$ cat src/rtl/pzc_pkg.sv
// Shared types, codes and digit/bar helper functions for the POSTNET zip codec.
package pzc_pkg;

    localparam int ZIP_W  = 17;
    localparam int BARS_W = 27;
    localparam int STAT_W = 2;

    typedef logic [ZIP_W-1:0]  t_zip;
    typedef logic [BARS_W-1:0] t_bars;
    typedef logic [STAT_W-1:0] t_status;
    typedef logic [3:0]        t_digit;
    typedef logic [4:0]        t_group;

    // operation codes
    localparam logic OP_ENCODE = 1'b0;
    localparam logic OP_DECODE = 1'b1;

    // status codes
    localparam t_status ST_OK      = 2'd0;
    localparam t_status ST_ZIP_BIG = 2'd1;
    localparam t_status ST_FRAME   = 2'd2;
    localparam t_status ST_GROUP   = 2'd3;

    localparam t_zip ZIP_LIMIT = 17'd100000;

    // reciprocal multipliers: floor(x / d) == (x * K) >> S, exact for x < 100000
    localparam logic [17:0] K_DIV10000 = 18'd214749; // S = 31
    localparam logic [17:0] K_DIV1000  = 18'd134218; // S = 27
    localparam logic [17:0] K_DIV100   = 18'd167773; // S = 24
    localparam logic [17:0] K_DIV10    = 18'd104858; // S = 20

    // one conversion result
    typedef struct packed {
        t_zip    zip;
        t_bars   bars;
        t_status status;
    } t_result;

    // two-of-five pattern of a digit, first bar in bit 4
    function automatic t_group digit_pattern(input t_digit d);
        t_group p;
        case (d)
            4'd0:    p = 5'b11000;
            4'd1:    p = 5'b00011;
            4'd2:    p = 5'b00101;
            4'd3:    p = 5'b00110;
            4'd4:    p = 5'b01001;
            4'd5:    p = 5'b01010;
            4'd6:    p = 5'b01100;
            4'd7:    p = 5'b10001;
            4'd8:    p = 5'b10010;
            4'd9:    p = 5'b10100;
            default: p = 5'b00000;
        endcase
        return p;
    endfunction

    // true when the group holds exactly two full bars
    function automatic logic two_of_five(input t_group g);
        logic [2:0] n;
        n = 3'(g[4]) + 3'(g[3]) + 3'(g[2]) + 3'(g[1]) + 3'(g[0]);
        return (n == 3'd2);
    endfunction

    // weights 7,4,2,1,0; a weighted sum of eleven stands for zero
    function automatic t_digit group_digit(input t_group g);
        t_digit s;
        s = (g[4] ? 4'd7 : 4'd0) + (g[3] ? 4'd4 : 4'd0)
          + (g[2] ? 4'd2 : 4'd0) + (g[1] ? 4'd1 : 4'd0);
        if (s == 4'd11) begin
            s = 4'd0;
        end
        return s;
    endfunction

endpackage

$ cat src/rtl/pzc_encoder.sv
// Zip value to 27-bar code: range check, decimal split and pattern lookup.
module pzc_encoder (
    input  pzc_pkg::t_zip    i_zip,
    output pzc_pkg::t_result o_res
);
    import pzc_pkg::*;

    logic [34:0] p4, p3, p2, p1;
    logic [6:0]  q3, t3;
    logic [9:0]  q2, t2;
    logic [13:0] q1, t1;
    t_zip        t0;
    t_digit      d4, d3, d2, d1, d0;

    // quotients by 10000, 1000, 100 and 10 in parallel
    assign p4 = 35'(i_zip) * 35'(K_DIV10000);
    assign p3 = 35'(i_zip) * 35'(K_DIV1000);
    assign p2 = 35'(i_zip) * 35'(K_DIV100);
    assign p1 = 35'(i_zip) * 35'(K_DIV10);

    assign d4 = p4[34:31];
    assign q3 = p3[33:27];
    assign q2 = p2[33:24];
    assign q1 = p1[33:20];

    // each digit is a quotient less ten times the next coarser one
    assign t3 = q3 - 7'(d4) * 7'd10;
    assign t2 = q2 - 10'(q3) * 10'd10;
    assign t1 = q1 - 14'(q2) * 14'd10;
    assign t0 = i_zip - 17'(q1) * 17'd10;

    assign d3 = t3[3:0];
    assign d2 = t2[3:0];
    assign d1 = t1[3:0];
    assign d0 = t0[3:0];

    always_comb begin
        if (i_zip >= ZIP_LIMIT) begin
            o_res.zip    = '0;
            o_res.bars   = '0;
            o_res.status = ST_ZIP_BIG;
        end else begin
            o_res.zip    = i_zip;
            o_res.bars   = {1'b1, digit_pattern(d4), digit_pattern(d3), digit_pattern(d2),
                            digit_pattern(d1), digit_pattern(d0), 1'b1};
            o_res.status = ST_OK;
        end
    end

endmodule

$ cat src/rtl/pzc_decoder.sv
// 27-bar code to zip value: frame and group checks, digit weighting, decimal sum.
module pzc_decoder (
    input  pzc_pkg::t_bars   i_bars,
    output pzc_pkg::t_result o_res
);
    import pzc_pkg::*;

    t_group g4, g3, g2, g1, g0;
    logic   groups_ok;
    t_zip   value;

    assign g4 = i_bars[25:21];
    assign g3 = i_bars[20:16];
    assign g2 = i_bars[15:11];
    assign g1 = i_bars[10:6];
    assign g0 = i_bars[5:1];

    assign groups_ok = two_of_five(g4) & two_of_five(g3) & two_of_five(g2)
                     & two_of_five(g1) & two_of_five(g0);

    assign value = 17'(group_digit(g4)) * 17'd10000 + 17'(group_digit(g3)) * 17'd1000
                 + 17'(group_digit(g2)) * 17'd100 + 17'(group_digit(g1)) * 17'd10
                 + 17'(group_digit(g0));

    always_comb begin
        o_res.zip  = '0;
        o_res.bars = '0;
        if (!i_bars[26] || !i_bars[0]) begin
            o_res.status = ST_FRAME;     // frame check wins over group check
        end else if (!groups_ok) begin
            o_res.status = ST_GROUP;
        end else begin
            o_res.zip    = value;
            o_res.bars   = i_bars;
            o_res.status = ST_OK;
        end
    end

endmodule

$ cat src/rtl/postnet_zip_codec_core.sv
// Top level of the POSTNET five-digit zip codec.
// Each transfer in asks to encode a zip value (operation 0) into the 27-bar
// two-of-five code, or to decode a 27-bar code (operation 1) back into the value;
// every transfer in yields exactly one transfer out, in order. Bit 26 of a bar word
// is the first bar and 1 is a full bar. Status 0 is success; 1 means the zip value
// was 100000 or more, 2 a missing frame bar, 3 a group without exactly two full bars
// (the frame check is made first). On any error zip_out and bars_out are zero. On a
// good encode the zip value is echoed; on a good decode the bars are echoed.
// A transfer in passes through one input register, one single pass of conversion
// logic and one result register before its result is valid. One item is taken every
// cycle; throughput is limited only by downstream stall. The block holds no state
// beyond the pipeline, so reset only empties the two stages.
module postnet_zip_codec_core (
    input  logic                  i_clk,
    input  logic                  i_rst_n,
    // input channel
    input  logic                  i_in_valid,
    output logic                  o_in_stall,
    input  logic                  i_operation,
    input  pzc_pkg::t_zip         i_zip_in,
    input  pzc_pkg::t_bars        i_bars_in,
    // result channel
    output logic                  o_out_valid,
    input  logic                  i_out_stall,
    output pzc_pkg::t_zip         o_zip_out,
    output pzc_pkg::t_bars        o_bars_out,
    output pzc_pkg::t_status      o_status
);
    import pzc_pkg::*;

    // input register
    logic    r_s1_valid;
    logic    r_s1_op;
    t_zip    r_s1_zip;
    t_bars   r_s1_bars;

    // result register
    logic    r_out_valid;
    t_result r_out;

    t_result enc_res, dec_res;
    t_result n_out;
    logic    adv_out;   // result register may load
    logic    adv_s1;    // input register may load

    // Result stage moves when empty or when its transfer completes; the input
    // stage moves when it is empty or can hand over to the result stage.
    assign adv_out    = !r_out_valid || !i_out_stall;
    assign adv_s1     = !r_s1_valid || adv_out;
    assign o_in_stall = !adv_s1;

    pzc_encoder u_enc (
        .i_zip (r_s1_zip),
        .o_res (enc_res)
    );

    pzc_decoder u_dec (
        .i_bars (r_s1_bars),
        .o_res  (dec_res)
    );

    assign n_out = (r_s1_op == OP_DECODE) ? dec_res : enc_res;

    // control
    always_ff @(posedge i_clk) begin
        if (!i_rst_n) begin
            r_s1_valid  <= 1'b0;
            r_out_valid <= 1'b0;
        end else begin
            if (adv_s1) begin
                r_s1_valid <= i_in_valid;
            end
            if (adv_out) begin
                r_out_valid <= r_s1_valid;
            end
        end
    end

    // payload
    always_ff @(posedge i_clk) begin
        if (adv_s1 && i_in_valid) begin
            r_s1_op   <= i_operation;
            r_s1_zip  <= i_zip_in;
            r_s1_bars <= i_bars_in;
        end
        if (adv_out && r_s1_valid) begin
            r_out <= n_out;
        end
    end

    assign o_out_valid = r_out_valid;
    assign o_zip_out   = r_out.zip;
    assign o_bars_out  = r_out.bars;
    assign o_status    = r_out.status;

endmodule

$ cat config.mk
export PLATFORM = sky130hd
export DESIGN_NAME = postnet_zip_codec_core
export DESIGN_NICKNAME = d
export VERILOG_FILES = /design/src/rtl/pzc_pkg.sv /design/src/rtl/pzc_encoder.sv /design/src/rtl/pzc_decoder.sv /design/src/rtl/postnet_zip_codec_core.sv
export SDC_FILE = /design/constraint.sdc
export NUM_CORES = 1
export LEC_CHECK = 0
export BUFFER_PORTS_ARGS = -buffer_cell sky130_fd_sc_hd__buf_4
export CORE_ASPECT_RATIO = 0.5
export CORE_UTILIZATION = 60
export CTS_CLUSTER_DIAMETER = 150
export DETAILED_ROUTE_END_ITERATION = 12
export PLACE_DENSITY = 0.9
export SLEW_MARGIN = 10
export SYNTH_ARGS = -nofsm -noshare
export SYNTH_HDL_FRONTEND = slang
export SYNTH_SLANG_ARGS = --single-unit
$ cat constraint.sdc
create_clock -name i_clk -period 24.3 [get_ports i_clk]
set_input_delay 4.86 -clock i_clk [delete_from_list [all_inputs] [get_ports i_clk]]
set_output_delay 4.86 -clock i_clk [all_outputs]
set_load 0.05 [all_outputs]
==> impl_metrics.toml <==
[clock_tree]
cts_num_sinks = 93
cts.clk_slew.worst_paths_ps = 80
htree_levels = 3
clockBufferDepth = 2
post_cts_buffers = 0
hold_buffers = 0
ctsResizeCount = 0
root_buffer = "clkbuf_16"
cts_buffers = 9
cts_tree = "done"
clk_latency_ps = 360

[worst_setup_path]
worstPathArrival_ps = 5480
critical_path_class = "input pin to output port"
cp_max_fo = 3
start_kind = "input pin"
end_kind = "output port"
rrSetupSlack_ps = 14610
worstPathRequired_ps = 19440

[grt]
grt_max_degree = 47
grt.overflow.total = 0
antenna_found_initial = 0
grt_pass1_wl_um = 93240
track_usage_pct = 32.39
grt_pass1_vias = 17445

[synth]
ys_warn_count = 0
syn_nets = 3093
syn-instance-count = 2183
ys_types = 72
synth_area_um2 = 22410
async_flop_share_pct = 0
avgSynthCellArea_um2 = 10.27
synth_edf_count = 91
ys.flop_type = "edfxtp_1"
ys_ff_latch = 93
synth_seq_area_share_pct = 12.37

[die]
dieWidth_um = 275.3
initial_utilization_pct = 61.64
pin_count = 97
coreArea_um2 = 36360
die_h_um = 138.7
dieArea_um2 = 38180
rows = 49

[final_layout]
layout-drive-gt1-share_pct = 7.087
num_antenna_cells = 0
final_area_um2 = 24150
syn_to_final_growth_pct = 7.743
fill_cells = 2497
nets = 3205
utilization_pct = 66.42

[drt]
drt_wl_total_um = 58760
via_per_inst = 5.775
drtAntennaViolNets = 0
firstDrtPassIters = 5
wl_per_cell_um = 21.11
vias = 16078
drc = 0
drt-initial-drc-count = 1461

[sta]
slew_headroom_pct = 28.71
fin_hold_ws_ps = 551.9
rsz0062_at_grt = "false"
finalSetupViolCount = 0
hold_viol_final = 0
worst-slew-pin-transition_ps = 1060
finalSetupTns_ps = 0
drv_slew = 0
fmax_mhz = 96.72
period_share_pct = 42.55
fin_skew_ps = 10.25
period_minus_slack_ps = 10340

[placement]
place_hpwl_um = 48890
postPlaceCellArea_um2 = 23840
port_buffers = 96
place.gp.congestion = 1.022

[outcome]
outcome = "finished, final reports clean"

[worst_hold_path]
hp-class = "register to register"

[run]
cap_violations = 0
-- flip-flops by register name, indices dropped and copies added (netlist names) --
register / cells
o_out_valid: 1
o_bars_out: 27
o_status: 2
r_s1_zip: 17
r_s1_bars: 27
r_s1_op: 1
r_s1_valid: 1
o_zip_out: 17
-- synth_stat cells (all sizes together), types with 4 or more instances --
library cell	n	share of area, %
nor2	45	0.75
a31oi	8	0.22
nor2b	15	0.43
fa	367	33
a31o	4	0.16
clkbuf	11	0.18
a22o	13	0.51
and2	7	0.21
nand2b	6	0.17
nand3b	4	0.13
nand2	70	1.2
nor3	7	0.16
a211oi	11	0.37
mux2i	10	0.45
ha	494	28
o21ai	65	1.5
nor4	5	0.14
nand4	12	0.33
or2	9	0.25
xnor2	58	2.4
and3	8	0.23
a21o	21	0.70
edfxtp	91	12
a211o	6	0.23
a21boi	4	0.13
inv	661	11
xor2	22	0.86
o21a	9	0.30
nand3	16	0.36
a21oi	60	1.4
o21bai	10	0.33
o211ai	11	0.41
-- cells by family after synthesis --
kind of cell	after synthesis	share of synthesized area, %
buf+inv	674	11.29
compound gates	249	7.353
xor+xnor	82	3.433
fa+ha+maj	862	60.41
mux	11	0.4969
simple gates	212	4.645
flops	93	12.37
-- worst max-delay path: stages --
cell and delay [ps]:
buf_4 110, and3_1 270, buf_4 240
-- layout make-up --
type	instances	area [um2]	area share, %
clock buffers	9	225.2	0.9327
clock inverters	7	80.08	0.3316
inverters	661	2481	10.28
multi-input cells	1416	17130	70.93
flip-flops and latches	93	2773	11.48
well taps	484	605.6	2.508
repair buffers	114	855.8	3.544
-- worst paths after layout --
path / from / to / cells past startpoint
worst max-delay path: i_out_stall / o_in_stall / 3
worst min-delay path: r_s1_valid$_SDFFE_PN0N_ / o_out_valid$_SDFFE_PN0P_ / 2
worst max register to register: r_s1_zip[6]$_DFFE_PP_ / o_bars_out[7]$_DFFE_PP_ / 30
worst min register to register: r_s1_valid$_SDFFE_PN0N_ / o_out_valid$_SDFFE_PN0P_ / 2
-- metal layers --
| layer | wire length (um) | track usage, % | vias to the layer above |
|---|---|---|---|
| li1 | - | - | 7154 |
| met1 | 22500 | 40.96 | 7927 |
| met4 | 2610 | 13.41 | 0 |
| met3 | 6510 | 9.124 | 187 |
| met2 | 27140 | 52.37 | 810 |
| met5 | 0 | 0 | - |
-- stage by stage --
step,worst slack [ps],std cells
finish,13960,2784
global placement,14000,2768
global route,13950,2784
CTS,13980,2784
detailed placement,13980,2768
floorplan,14100,2183
-- cell usage in the layout, fill, tap and decap left out, types with 4 or more instances in the layout --
master,count
inv_1,661
ha_1,494
fa_1,367
buf_4,114
edfxtp_1,91
nand2_1,69
o21ai_0,61
a21oi_1,58
xnor2_1,55
nor2_1,45
xor2_1,22
a21o_1,21
nand3_1,16
nor2b_1,13
nand4_1,12
a22o_1,12
a211oi_1,11
o21bai_1,10
mux2i_1,10
o211ai_1,9
or2_2,9
o21a_1,9
clkbuf_16,9
a31oi_1,8
and3_1,7
nor3_1,7
a211o_1,6
nand2b_1,6
and2_1,5
nor4_1,5
o21ai_1,4
nand3b_1,4
Power is left out: the tool's default activity adds up to more than one toggle a clock period on the data nets, which glitch-free logic cannot reach.
